File: src/tsms_pkg.sv
`timescale 1ns / 1ps
package tsms_pkg;

	localparam int FIELD_BITS = 32;
	localparam int SLICE_BITS = 8;
	localparam int CHAN_OUT_BITS = 3;
	localparam int CHCOUNT_BITS = 4;
	localparam int MASK_BITS = 8;
	localparam int SLICES_BITS = 64;
	localparam int CFG_INDEX_BITS = 2;
	localparam int CFG_DATA_BITS = 64;
	localparam int MAPPED_CHANNELS = 8;

	localparam logic [CFG_INDEX_BITS-1:0] REG_CHANNEL_COUNT = 2'd0;
	localparam logic [CFG_INDEX_BITS-1:0] REG_MUST_FINISH   = 2'd1;
	localparam logic [CFG_INDEX_BITS-1:0] REG_SLICE_LENGTHS = 2'd2;

	typedef struct packed {
		logic                         timer_expired;
		logic                         conv_done;
		logic signed [FIELD_BITS-1:0] conv_value;
	} poll_t;

	typedef struct packed {
		logic                         start_timer;
		logic [SLICE_BITS-1:0]        timer_slice;
		logic                         start_conversion;
		logic [CHAN_OUT_BITS-1:0]     active_channel;
		logic                         result_valid;
		logic signed [FIELD_BITS-1:0] result_value;
	} report_t;

endpackage

File: src/time_sliced_measurement_sequencer_unit.sv
`timescale 1ns / 1ps
// Round-robin measurement sequencer: each accepted poll gives exactly one report. A poll
// that does not end a slice with samples taken has its report written to the buffer when
// it is accepted; the report moves on to the output register once that is free, and the
// next poll is held off while the buffer is full. A poll that ends a slice with samples
// runs the bit-serial divider: the average (SAMPLE_BITS capped at 32) reaches the buffer
// when the division ends, and the next poll is held off until then. A one-item buffer in
// front of the output register lets a poll be taken while a report waits. Configuration
// is accepted every cycle; there is no clearing pass after reset.
module time_sliced_measurement_sequencer_unit #(
	parameter int MAX_CHANNELS = 8,
	parameter int SAMPLE_BITS  = 32,
	parameter int COUNT_BITS   = 16
) (
	input  logic                                    clk,
	input  logic                                    arst_n,
	input  logic                                    poll_valid,
	output logic                                    poll_stall,
	input  tsms_pkg::poll_t                         poll_data,
	output logic                                    rpt_valid,
	input  logic                                    rpt_stall,
	output tsms_pkg::report_t                       rpt_data,
	input  logic                                    cfg_valid,
	output logic                                    cfg_ready,
	input  logic [tsms_pkg::CFG_INDEX_BITS-1:0]     cfg_index,
	input  logic [tsms_pkg::CFG_DATA_BITS-1:0]      cfg_data
);

	import tsms_pkg::*;

	localparam int SB       = (SAMPLE_BITS < FIELD_BITS) ? SAMPLE_BITS : FIELD_BITS;
	localparam int SUM_BITS = SB + COUNT_BITS;
	localparam int CH_W     = (MAX_CHANNELS > 1) ? $clog2(MAX_CHANNELS) : 1;
	localparam int N_W      = CHCOUNT_BITS + 1;
	localparam logic ST_IDLE = 1'b0;
	localparam logic ST_DIV  = 1'b1;

	logic [CHCOUNT_BITS-1:0] cnt_q;
	logic [MASK_BITS-1:0]    mask_q;
	logic [SLICES_BITS-1:0]  slices_q;

	logic                    st_q;
	logic                    running_q;
	logic [CH_W-1:0]         cur_q;
	logic [CH_W-1:0]         fin_ch_q;
	logic [MAX_CHANNELS-1:0] open_q;
	logic [MAX_CHANNELS-1:0] pend_q;
	logic signed [SUM_BITS-1:0] sum_q [MAX_CHANNELS];
	logic [COUNT_BITS-1:0]   count_q [MAX_CHANNELS];
	logic signed [SB-1:0]    last_q [MAX_CHANNELS];

	report_t res_q;
	logic    res_full_q;
	report_t rpt_q;
	logic    rpt_valid_q;

	logic                 accept;
	logic [N_W-1:0]       cnt_ext;
	logic [N_W-1:0]       n_eff;
	logic [CH_W-1:0]      c_run;
	logic [CH_W-1:0]      c_idle;
	logic [CH_W-1:0]      c;
	logic [CH_W-1:0]      c_nxt;
	logic [N_W-1:0]       c_ext;
	logic                 in_map;
	logic                 mf;
	logic [SLICE_BITS-1:0] slice_v;
	logic                 open_c;
	logic                 pend_c;
	logic signed [SUM_BITS-1:0] sum_c;
	logic [COUNT_BITS-1:0] cnt_c;
	logic signed [SB-1:0] last_c;
	logic signed [SB-1:0] smp;
	logic signed [SB-1:0] half_tmp;
	logic signed [SB-1:0] half_v;
	logic signed [SUM_BITS-1:0] sum_new;
	logic [COUNT_BITS-1:0] cnt_new;
	logic act_start_t;
	logic act_start_c;
	logic act_add;
	logic act_close;
	logic act_pend;
	logic finished;
	logic need_div;
	logic div_start;
	logic div_done;
	logic signed [SB-1:0] div_q;

	assign accept    = poll_valid & ~poll_stall;
	assign poll_stall = (st_q != ST_IDLE) | res_full_q;
	assign cfg_ready = 1'b1;

	// effective channel count and channel selection
	always_comb begin
		cnt_ext = {1'b0, cnt_q};
		if (cnt_q == '0) begin
			n_eff = N_W'(1);
		end else if (cnt_ext > N_W'(MAX_CHANNELS)) begin
			n_eff = N_W'(MAX_CHANNELS);
		end else begin
			n_eff = cnt_ext;
		end
		c_run  = (N_W'(cur_q) >= N_W'(MAX_CHANNELS)) ? '0 : cur_q;
		c_idle = (N_W'(c_run) >= n_eff) ? '0 : c_run;
		c      = running_q ? c_run : c_idle;
		c_nxt  = ((N_W'(c) + 1'b1) >= n_eff) ? '0 : (c + 1'b1);
		c_ext  = N_W'(c);
		in_map = c_ext < N_W'(MAPPED_CHANNELS);
		mf      = in_map & mask_q[c_ext[2:0]];
		slice_v = in_map ? slices_q[{c_ext[2:0], 3'b000} +: SLICE_BITS] : '0;
	end

	assign open_c = open_q[c];
	assign pend_c = pend_q[c];
	assign sum_c  = sum_q[c];
	assign cnt_c  = count_q[c];
	assign last_c = last_q[c];
	assign smp    = poll_data.conv_value[SB-1:0];

	// half of the last result, truncated toward zero
	assign half_tmp = last_c + SB'(last_c[SB-1]);
	assign half_v   = {half_tmp[SB-1], half_tmp[SB-1:1]};

	always_comb begin
		act_start_t = 1'b0;
		act_start_c = 1'b0;
		act_add     = 1'b0;
		act_close   = 1'b0;
		act_pend    = 1'b0;
		finished    = 1'b0;
		if (!running_q) begin
			act_start_t = 1'b1;
		end else if (poll_data.timer_expired && !pend_c) begin
			if (!mf || !open_c) begin
				finished = 1'b1;
			end else begin
				act_pend = 1'b1;
			end
		end else if (!open_c) begin
			act_start_c = 1'b1;
		end else if (poll_data.conv_done) begin
			act_close = 1'b1;
			act_add   = (cnt_c != {COUNT_BITS{1'b1}});
			finished  = pend_c;
		end
		sum_new  = act_add ? (sum_c + SUM_BITS'(smp)) : sum_c;
		cnt_new  = act_add ? (cnt_c + 1'b1) : cnt_c;
		need_div = finished && (cnt_new != '0);
	end

	assign div_start = accept & need_div;

	tsms_div #(
		.DVD_BITS (SUM_BITS),
		.DVS_BITS (COUNT_BITS),
		.Q_BITS   (SB)
	) u_div (
		.clk      (clk),
		.arst_n   (arst_n),
		.start    (div_start),
		.dividend (sum_new),
		.divisor  (cnt_new),
		.done     (div_done),
		.quotient (div_q)
	);

	always_ff @(posedge clk or negedge arst_n) begin
		if (!arst_n) begin
			cnt_q       <= CHCOUNT_BITS'(1);
			mask_q      <= '0;
			slices_q    <= '0;
			st_q        <= ST_IDLE;
			running_q   <= 1'b0;
			cur_q       <= '0;
			open_q      <= '0;
			pend_q      <= '0;
			res_full_q  <= 1'b0;
			rpt_valid_q <= 1'b0;
			for (int i = 0; i < MAX_CHANNELS; i++) begin
				sum_q[i]   <= '0;
				count_q[i] <= '0;
				last_q[i]  <= '0;
			end
		end else begin
			if (cfg_valid && cfg_ready) begin
				unique case (cfg_index)
					REG_CHANNEL_COUNT: cnt_q    <= cfg_data[CHCOUNT_BITS-1:0];
					REG_MUST_FINISH:   mask_q   <= cfg_data[MASK_BITS-1:0];
					REG_SLICE_LENGTHS: slices_q <= cfg_data[SLICES_BITS-1:0];
					default: ;
				endcase
			end

			if (res_full_q && (!rpt_valid_q || !rpt_stall)) begin
				rpt_valid_q <= 1'b1;
				res_full_q  <= 1'b0;
			end else if (rpt_valid_q && !rpt_stall) begin
				rpt_valid_q <= 1'b0;
			end

			if (accept) begin
				cur_q <= finished ? c_nxt : c;
				if (act_start_t) begin
					running_q <= 1'b1;
				end
				if (act_start_c) begin
					open_q[c] <= 1'b1;
				end
				if (act_close) begin
					open_q[c] <= 1'b0;
				end
				if (act_pend) begin
					pend_q[c] <= 1'b1;
				end
				sum_q[c]   <= finished ? '0 : sum_new;
				count_q[c] <= finished ? '0 : cnt_new;
				if (finished) begin
					pend_q[c]  <= 1'b0;
					running_q  <= 1'b0;
					if (!need_div) begin
						last_q[c] <= half_v;
					end
				end
				if (need_div) begin
					st_q <= ST_DIV;
				end else begin
					res_full_q <= 1'b1;
				end
			end

			if (st_q == ST_DIV && div_done) begin
				last_q[fin_ch_q] <= div_q;
				res_full_q       <= 1'b1;
				st_q             <= ST_IDLE;
			end
		end
	end

	always_ff @(posedge clk) begin
		if (accept) begin
			fin_ch_q                 <= c;
			res_q.start_timer        <= act_start_t;
			res_q.timer_slice        <= act_start_t ? slice_v : '0;
			res_q.start_conversion   <= act_start_c;
			res_q.active_channel     <= c_ext[CHAN_OUT_BITS-1:0];
			res_q.result_valid       <= finished;
			res_q.result_value       <= finished ? FIELD_BITS'(half_v) : '0;
		end
		if (st_q == ST_DIV && div_done) begin
			res_q.result_value <= FIELD_BITS'(div_q);
		end
		if (res_full_q && (!rpt_valid_q || !rpt_stall)) begin
			rpt_q <= res_q;
		end
	end

	assign rpt_valid = rpt_valid_q;
	assign rpt_data  = rpt_q;

`ifndef SYNTH
	a_div_done_in_div: assert property (@(posedge clk) disable iff (!arst_n)
		div_done |-> st_q == ST_DIV)
		else $error("divider finished outside a division");

	a_no_buffer_during_div: assert property (@(posedge clk) disable iff (!arst_n)
		st_q == ST_DIV |-> !res_full_q)
		else $error("report buffered while division runs");

	a_div_start_leaves_idle: assert property (@(posedge clk) disable iff (!arst_n)
		div_start |=> st_q == ST_DIV && !res_full_q)
		else $error("division start did not hold the report back");

	a_timer_or_result: assert property (@(posedge clk) disable iff (!arst_n)
		rpt_valid |-> !(rpt_data.start_timer && rpt_data.result_valid))
		else $error("timer start and result in one report");

	a_slice_zero: assert property (@(posedge clk) disable iff (!arst_n)
		rpt_valid && !rpt_data.start_timer |-> rpt_data.timer_slice == '0)
		else $error("slice length without timer start");
`endif

endmodule

File: src/tsms_div.sv
`timescale 1ns / 1ps
module tsms_div #(
	parameter int DVD_BITS = 48,
	parameter int DVS_BITS = 16,
	parameter int Q_BITS   = 32
) (
	input  logic                       clk,
	input  logic                       arst_n,
	input  logic                       start,
	input  logic signed [DVD_BITS-1:0] dividend,
	input  logic [DVS_BITS-1:0]        divisor,
	output logic                       done,
	output logic signed [Q_BITS-1:0]   quotient
);

	localparam int STEP_BITS = $clog2(DVD_BITS + 1);
	localparam logic [1:0] DV_IDLE = 2'd0;
	localparam logic [1:0] DV_ABS  = 2'd1;
	localparam logic [1:0] DV_RUN  = 2'd2;
	localparam logic [1:0] DV_SIGN = 2'd3;

	logic [1:0]              st_q;
	logic                    done_q;
	logic [STEP_BITS-1:0]    step_q;
	logic [DVD_BITS-1:0]     dvd_q;
	logic [DVS_BITS-1:0]     dvs_q;
	logic [DVS_BITS-1:0]     rem_q;
	logic                    neg_q;
	logic signed [Q_BITS-1:0] quot_q;

	logic [DVS_BITS:0]   rem_sh;
	logic [DVS_BITS+1:0] diff;
	logic                q_bit;

	// one quotient bit a cycle, restoring
	assign rem_sh = {rem_q, dvd_q[DVD_BITS-1]};
	assign diff   = {1'b0, rem_sh} - {2'b00, dvs_q};
	assign q_bit  = ~diff[DVS_BITS+1];

	always_ff @(posedge clk or negedge arst_n) begin
		if (!arst_n) begin
			st_q   <= DV_IDLE;
			done_q <= 1'b0;
			step_q <= '0;
		end else begin
			done_q <= (st_q == DV_SIGN);
			unique case (st_q)
				DV_IDLE: begin
					if (start) begin
						st_q <= DV_ABS;
					end
				end
				DV_ABS: begin
					step_q <= STEP_BITS'(DVD_BITS - 1);
					st_q   <= DV_RUN;
				end
				DV_RUN: begin
					if (step_q == '0) begin
						st_q <= DV_SIGN;
					end else begin
						step_q <= step_q - 1'b1;
					end
				end
				DV_SIGN: begin
					st_q <= DV_IDLE;
				end
				default: st_q <= DV_IDLE;
			endcase
		end
	end

	always_ff @(posedge clk) begin
		unique case (st_q)
			DV_IDLE: begin
				if (start) begin
					dvd_q <= dividend;
					neg_q <= dividend[DVD_BITS-1];
					dvs_q <= divisor;
				end
			end
			DV_ABS: begin
				dvd_q <= neg_q ? (~dvd_q + 1'b1) : dvd_q;
				rem_q <= '0;
			end
			DV_RUN: begin
				dvd_q <= {dvd_q[DVD_BITS-2:0], q_bit};
				rem_q <= q_bit ? diff[DVS_BITS-1:0] : rem_sh[DVS_BITS-1:0];
			end
			DV_SIGN: begin
				quot_q <= neg_q ? (~dvd_q[Q_BITS-1:0] + 1'b1) : dvd_q[Q_BITS-1:0];
			end
			default: ;
		endcase
	end

	assign done     = done_q;
	assign quotient = quot_q;

endmodule
File: config.mk
export PLATFORM = sky130hd
export DESIGN_NAME = time_sliced_measurement_sequencer_unit
export DESIGN_NICKNAME = d
export VERILOG_FILES = /design/src/tsms_pkg.sv /design/src/time_sliced_measurement_sequencer_unit.sv /design/src/tsms_div.sv
export SDC_FILE = /design/constraint.sdc
export NUM_CORES = 2
export LEC_CHECK = 0
export BUFFER_PORTS_ARGS = -buffer_cell sky130_fd_sc_hd__buf_2
export CORE_MARGIN = 2
export CORE_UTILIZATION = 30
export DETAILED_ROUTE_END_ITERATION = 10
export PLACE_DENSITY = 0.54
export SLEW_MARGIN = 20
export SYNTH_ARGS = -nofsm -noshare
export SYNTH_HDL_FRONTEND = slang
export SYNTH_HIERARCHICAL = 1
export SYNTH_SLANG_ARGS = --single-unit
File: constraint.sdc
create_clock -name clk -period 7.3 [get_ports clk]
set_input_delay 0.73 -clock clk [delete_from_list [all_inputs] [get_ports clk]]
set_output_delay 0.73 -clock clk [all_outputs]
set_load 0.01 [all_outputs]
==> flow_summary.ini <==
[status]
run_status = complete, no violations

[floorplanning]
fp.dieArea_sq_um = 190000
coreArea_sq_um = 185000
fp.dieW_um = 435
ios = 154
rows = 158
start_util_pct = 30.1
fp.dieH_um = 435

[timing]
setup_viol = 0
hold_viol_final = 0
fin_crit_sh_pct = 94.2
slew_headroom_pct = 14.0
drv_slew = 0
tns_ns = 0
worstMarginPinSlew_ns = 1.28
timing.fmax_mhz = 145
fin_skew_ns = 0.0425
min_period_ns = 6.87
rsz0062_at_grt = no

[global_route]
antenna_found_initial = 15
grt_pass1_vias = 43800
grt_pass1_wl_um = 289000
grt_max_degree = 159
overflow = 0
track_usage_pct = 19.8

[power]
power_w = 0.0260
switching_share_pct = 43.5
vdd_ir_drop_max_mv = 0.318
combPwrFrac_pct = 45.0
power.share.sequential_pct = 30.5
p_per_area_nw_per_um2 = 410
p_switching_w = 0.0113
power.clock.fraction_pct = 24.5
p_int_w = 0.0147
total_leakage_power_nw = 26.7

[critical_path]
end_kind = register
path_max_fanout = 19
critPathRequiredTime_ns = 7.95
critPathKind = register to register
slowest_stage = nor3_1
critPathMaxStageDelay_ns = 0.54
cp_cell_sequence = inv_1, nand2_1, ha_1, nor2_1, or2_2, buf_4, o22ai_4, buf_4, a22o_1, or4_1, ha_1, a21o_1, a21o_1, a21oi_1, o22ai_1, a211oi_1, a311oi_1, buf_4, o21ai_0, nand2_1, a21boi_0, nor3_1, nand2_1, o21ai_0
cp.arrival_ns = 7.53
startpoint_type = register
reg2regPathDepth = 24

[drt]
vias = 45200
wire_per_inst_um = 22.9
drc = 0
drt_pass1_iterations = 6
first_iter_violations = 4336
ant_nets = 0
viasPerCell = 5.38
drt_wl_total_um = 193000

[synth]
synth_xor_area_share_pct = 2.40
ys_seq_elements = 1081
synthAdderAreaFrac_pct = 1.87
avgSynthCellArea_sq_um = 9.58
synth_top_family_by_area = compound AO/OA/AOI/OAI gates
synth_edf_count = 205
synth_area_sq_um = 55800
synth_mux_area_share_pct = 9.15
synth-main-ff-cell = dfrtp_1
synth_warnings = 6
synth-compound-area-share_pct = 17.9
ys_types = 103
synthSimpleGateAreaFrac_pct = 14.4
synthCells = 5826
syn-num-nets = 6013
async_flop_share_pct = 81.0
yosysSeqAreaShare_pct = 50.3

[place]
dp_cells = 8185
finalWeightedCongestion = 0.889
numPortBuffers = 152
hpwl_um = 122000

[finish]
area_growth_pct = 13.9
final_cells = 8409
final_util_pct = 34.3
layout.nets = 6011
final_layout_size_suffix_gt1_share_pct = 12.5
fill_cells = 18900

[clocking]
post_cts_buffers = 0
cts_buffers = 116
cts_buffer_depth = 3
htreeDepth = 3
cts_root_buffer = clkbuf_16
cts_sinks = 1081
clock_latency_ns = 0.77
tritoncts = yes
clk_pin_slew_ns = 0.07

[job]
cap_violations = 0

[hold_path]
hold_depth = 2
hp-class = input pin to register
-- worst paths after layout --
| kind | start | end | slack (ns) |
|---|---|---|---|
| setup / recovery | cnt_q[3]$_DFFE_PN0P_ | sum_q[47]$_DFFE_PN0P_ | 0.43 |
| hold / removal | cfg_data[16] | slices_q[16]$_DFFE_PN0P_ | 0.19 |
| setup reg to reg | cnt_q[3]$_DFFE_PN0P_ | sum_q[47]$_DFFE_PN0P_ | 0.43 |
| hold reg to reg | res_q[44]$_SDFFCE_PP0P_ | rpt_data[44]$_DFFE_PP_ | 0.42 |
| max in group asynchronous | arst_n | sum_q[32]$_DFFE_PN0P_ | 4.94 |
| min in group asynchronous | arst_n | sum_q[249]$_DFFE_PN0P_ | 0.55 |
-- flip-flops by register name, summed over array words and instances (netlist names), named ones only --
register        count
c_run               3
cnt_q               4
count_q           128
last_q            256
mask_q              8
open_q              8
pend_q              1
res_full_q          1
res_q              46
rpt_data           46
rpt_valid           1
running_q           1
slices_q           64
st_q                1
sum_q             384
u_div/done          1
u_div/dvd_q        48
u_div/dvs_q        16
u_div/neg_q         1
u_div/quotient     32
u_div/rem_q        16
u_div/st_q          2
u_div/step_q        6
-- layout make-up --
| class | instances | area [sq um] | share of cell area, % |
|---|---|---|---|
| multi-input combinational | 4230 | 25900 | 40.7 |
| tap | 2480 | 3100 | 4.88 |
| clock buffer | 161 | 3410 | 5.37 |
| antenna | 6 | 15.0 | 0.0236 |
| inverter | 92 | 350 | 0.551 |
| clock inverter | 56 | 693 | 1.09 |
| timing repair buffer | 303 | 2030 | 3.20 |
| sequential | 1081 | 28100 | 44.2 |
-- cells by family after synthesis --
| group | Yosys count |
|---|---|
| flip-flops | 1081 |
| adder cells (fa/ha/maj) | 82 |
| buffers and inverters | 515 |
| AND/OR/NAND/NOR | 1843 |
| XOR/XNOR | 153 |
| multiplexers | 488 |
| other | 1 |
| AO/OA/AOI/OAI | 1663 |
-- placed cells by master (no fill, tap or decap), types with 44 or more instances in the layout --
master     netlist  layout
a211oi_1        45      45
a21o_1          45      45
a21oi_1        263     263
a22o_1          48      48
buf_2           26     151
buf_4            5     140
clkbuf_16        0     122
dfrtp_1        875     872
edfxtp_1       205     205
ha_1            80      78
inv_1           89      88
mux2_2         137     137
mux2i_1        347     347
nand2_1       1276    1266
nand3_1         50      50
nor2_1         209     204
nor3_1          48      44
o21ai_0        602     600
o21ai_1        252     249
o221ai_1        48      48
o22ai_1         72      71
xnor2_1        104     104
xor2_1          49      48
-- synthesized netlist by cell type, types with 72 or more instances --
library cell     n  share of area [%]
ha_1            80                1.8
nor2_1         209                1.4
a21oi_1        263                2.4
mux2i_1        347                6.2
inv_1           89               0.60
o21ai_1        252                2.3
xnor2_1        104                1.6
o21ai_0        602                5.4
o22ai_1         72               0.81
mux2_2         137                2.8
dfrtp_1        875                 39
nand2_1       1276                8.6
clkbuf_1       310                2.1
edfxtp_1       205                 11
-- metal layers --
layer / GRT usage [%] / wire length (um) / part of all wire [%] / vias up
met5: 0 / 46 / 0.024 / -
met4: 6.21 / 5950 / 3.1 / 6
met3: 3.16 / 13000 / 6.7 / 320
met2: 31.6 / 88300 / 46 / 1554
met1: 27.4 / 85600 / 44 / 22700
li1: - / - / - / 20700
-- power by group through the flow --
stage	logic, W	registers [W]	clock network [W]
3_5_place_dp	0.0115	0.00804	0
5_1_grt	0.0126	0.00806	0.00673
2_1_floorplan	0.00714	0.00790	0
6_report	0.0117	0.00794	0.00637
3_3_place_gp	0.0114	0.00801	0
4_1_cts	0.0115	0.00794	0.00648
-- worst max-delay path: cells and delay by family (launching register included) --
kind,cells,cell delay [ns]
AND/OR/NAND/NOR,7,2.33
buffers and inverters,4,0.97
adder cells (fa/ha/maj),2,0.62
flip-flops,1,0.40
AO/OA/AOI/OAI,11,2.39
-- stage by stage --
step                setup slack, ns  area, sq um  hold WS, ns
finish                        0.427        63500        0.188
global placement              0.510        59400        0.401
floorplan                   0.00631        55800        0.400
global route                 0.0101        63500        0.154
CTS                           0.360        63500      0.00512
detailed placement            0.389        59400        0.405
-- timing repair --
item | CTS | global route
hold endpoints to repair | 0 | 1
hold buffers | 0 | 1
setup endpoints to repair | 0 | 45
gates resized for setup | 0 | 3
Note: power is estimated with default switching activity, not from simulation.
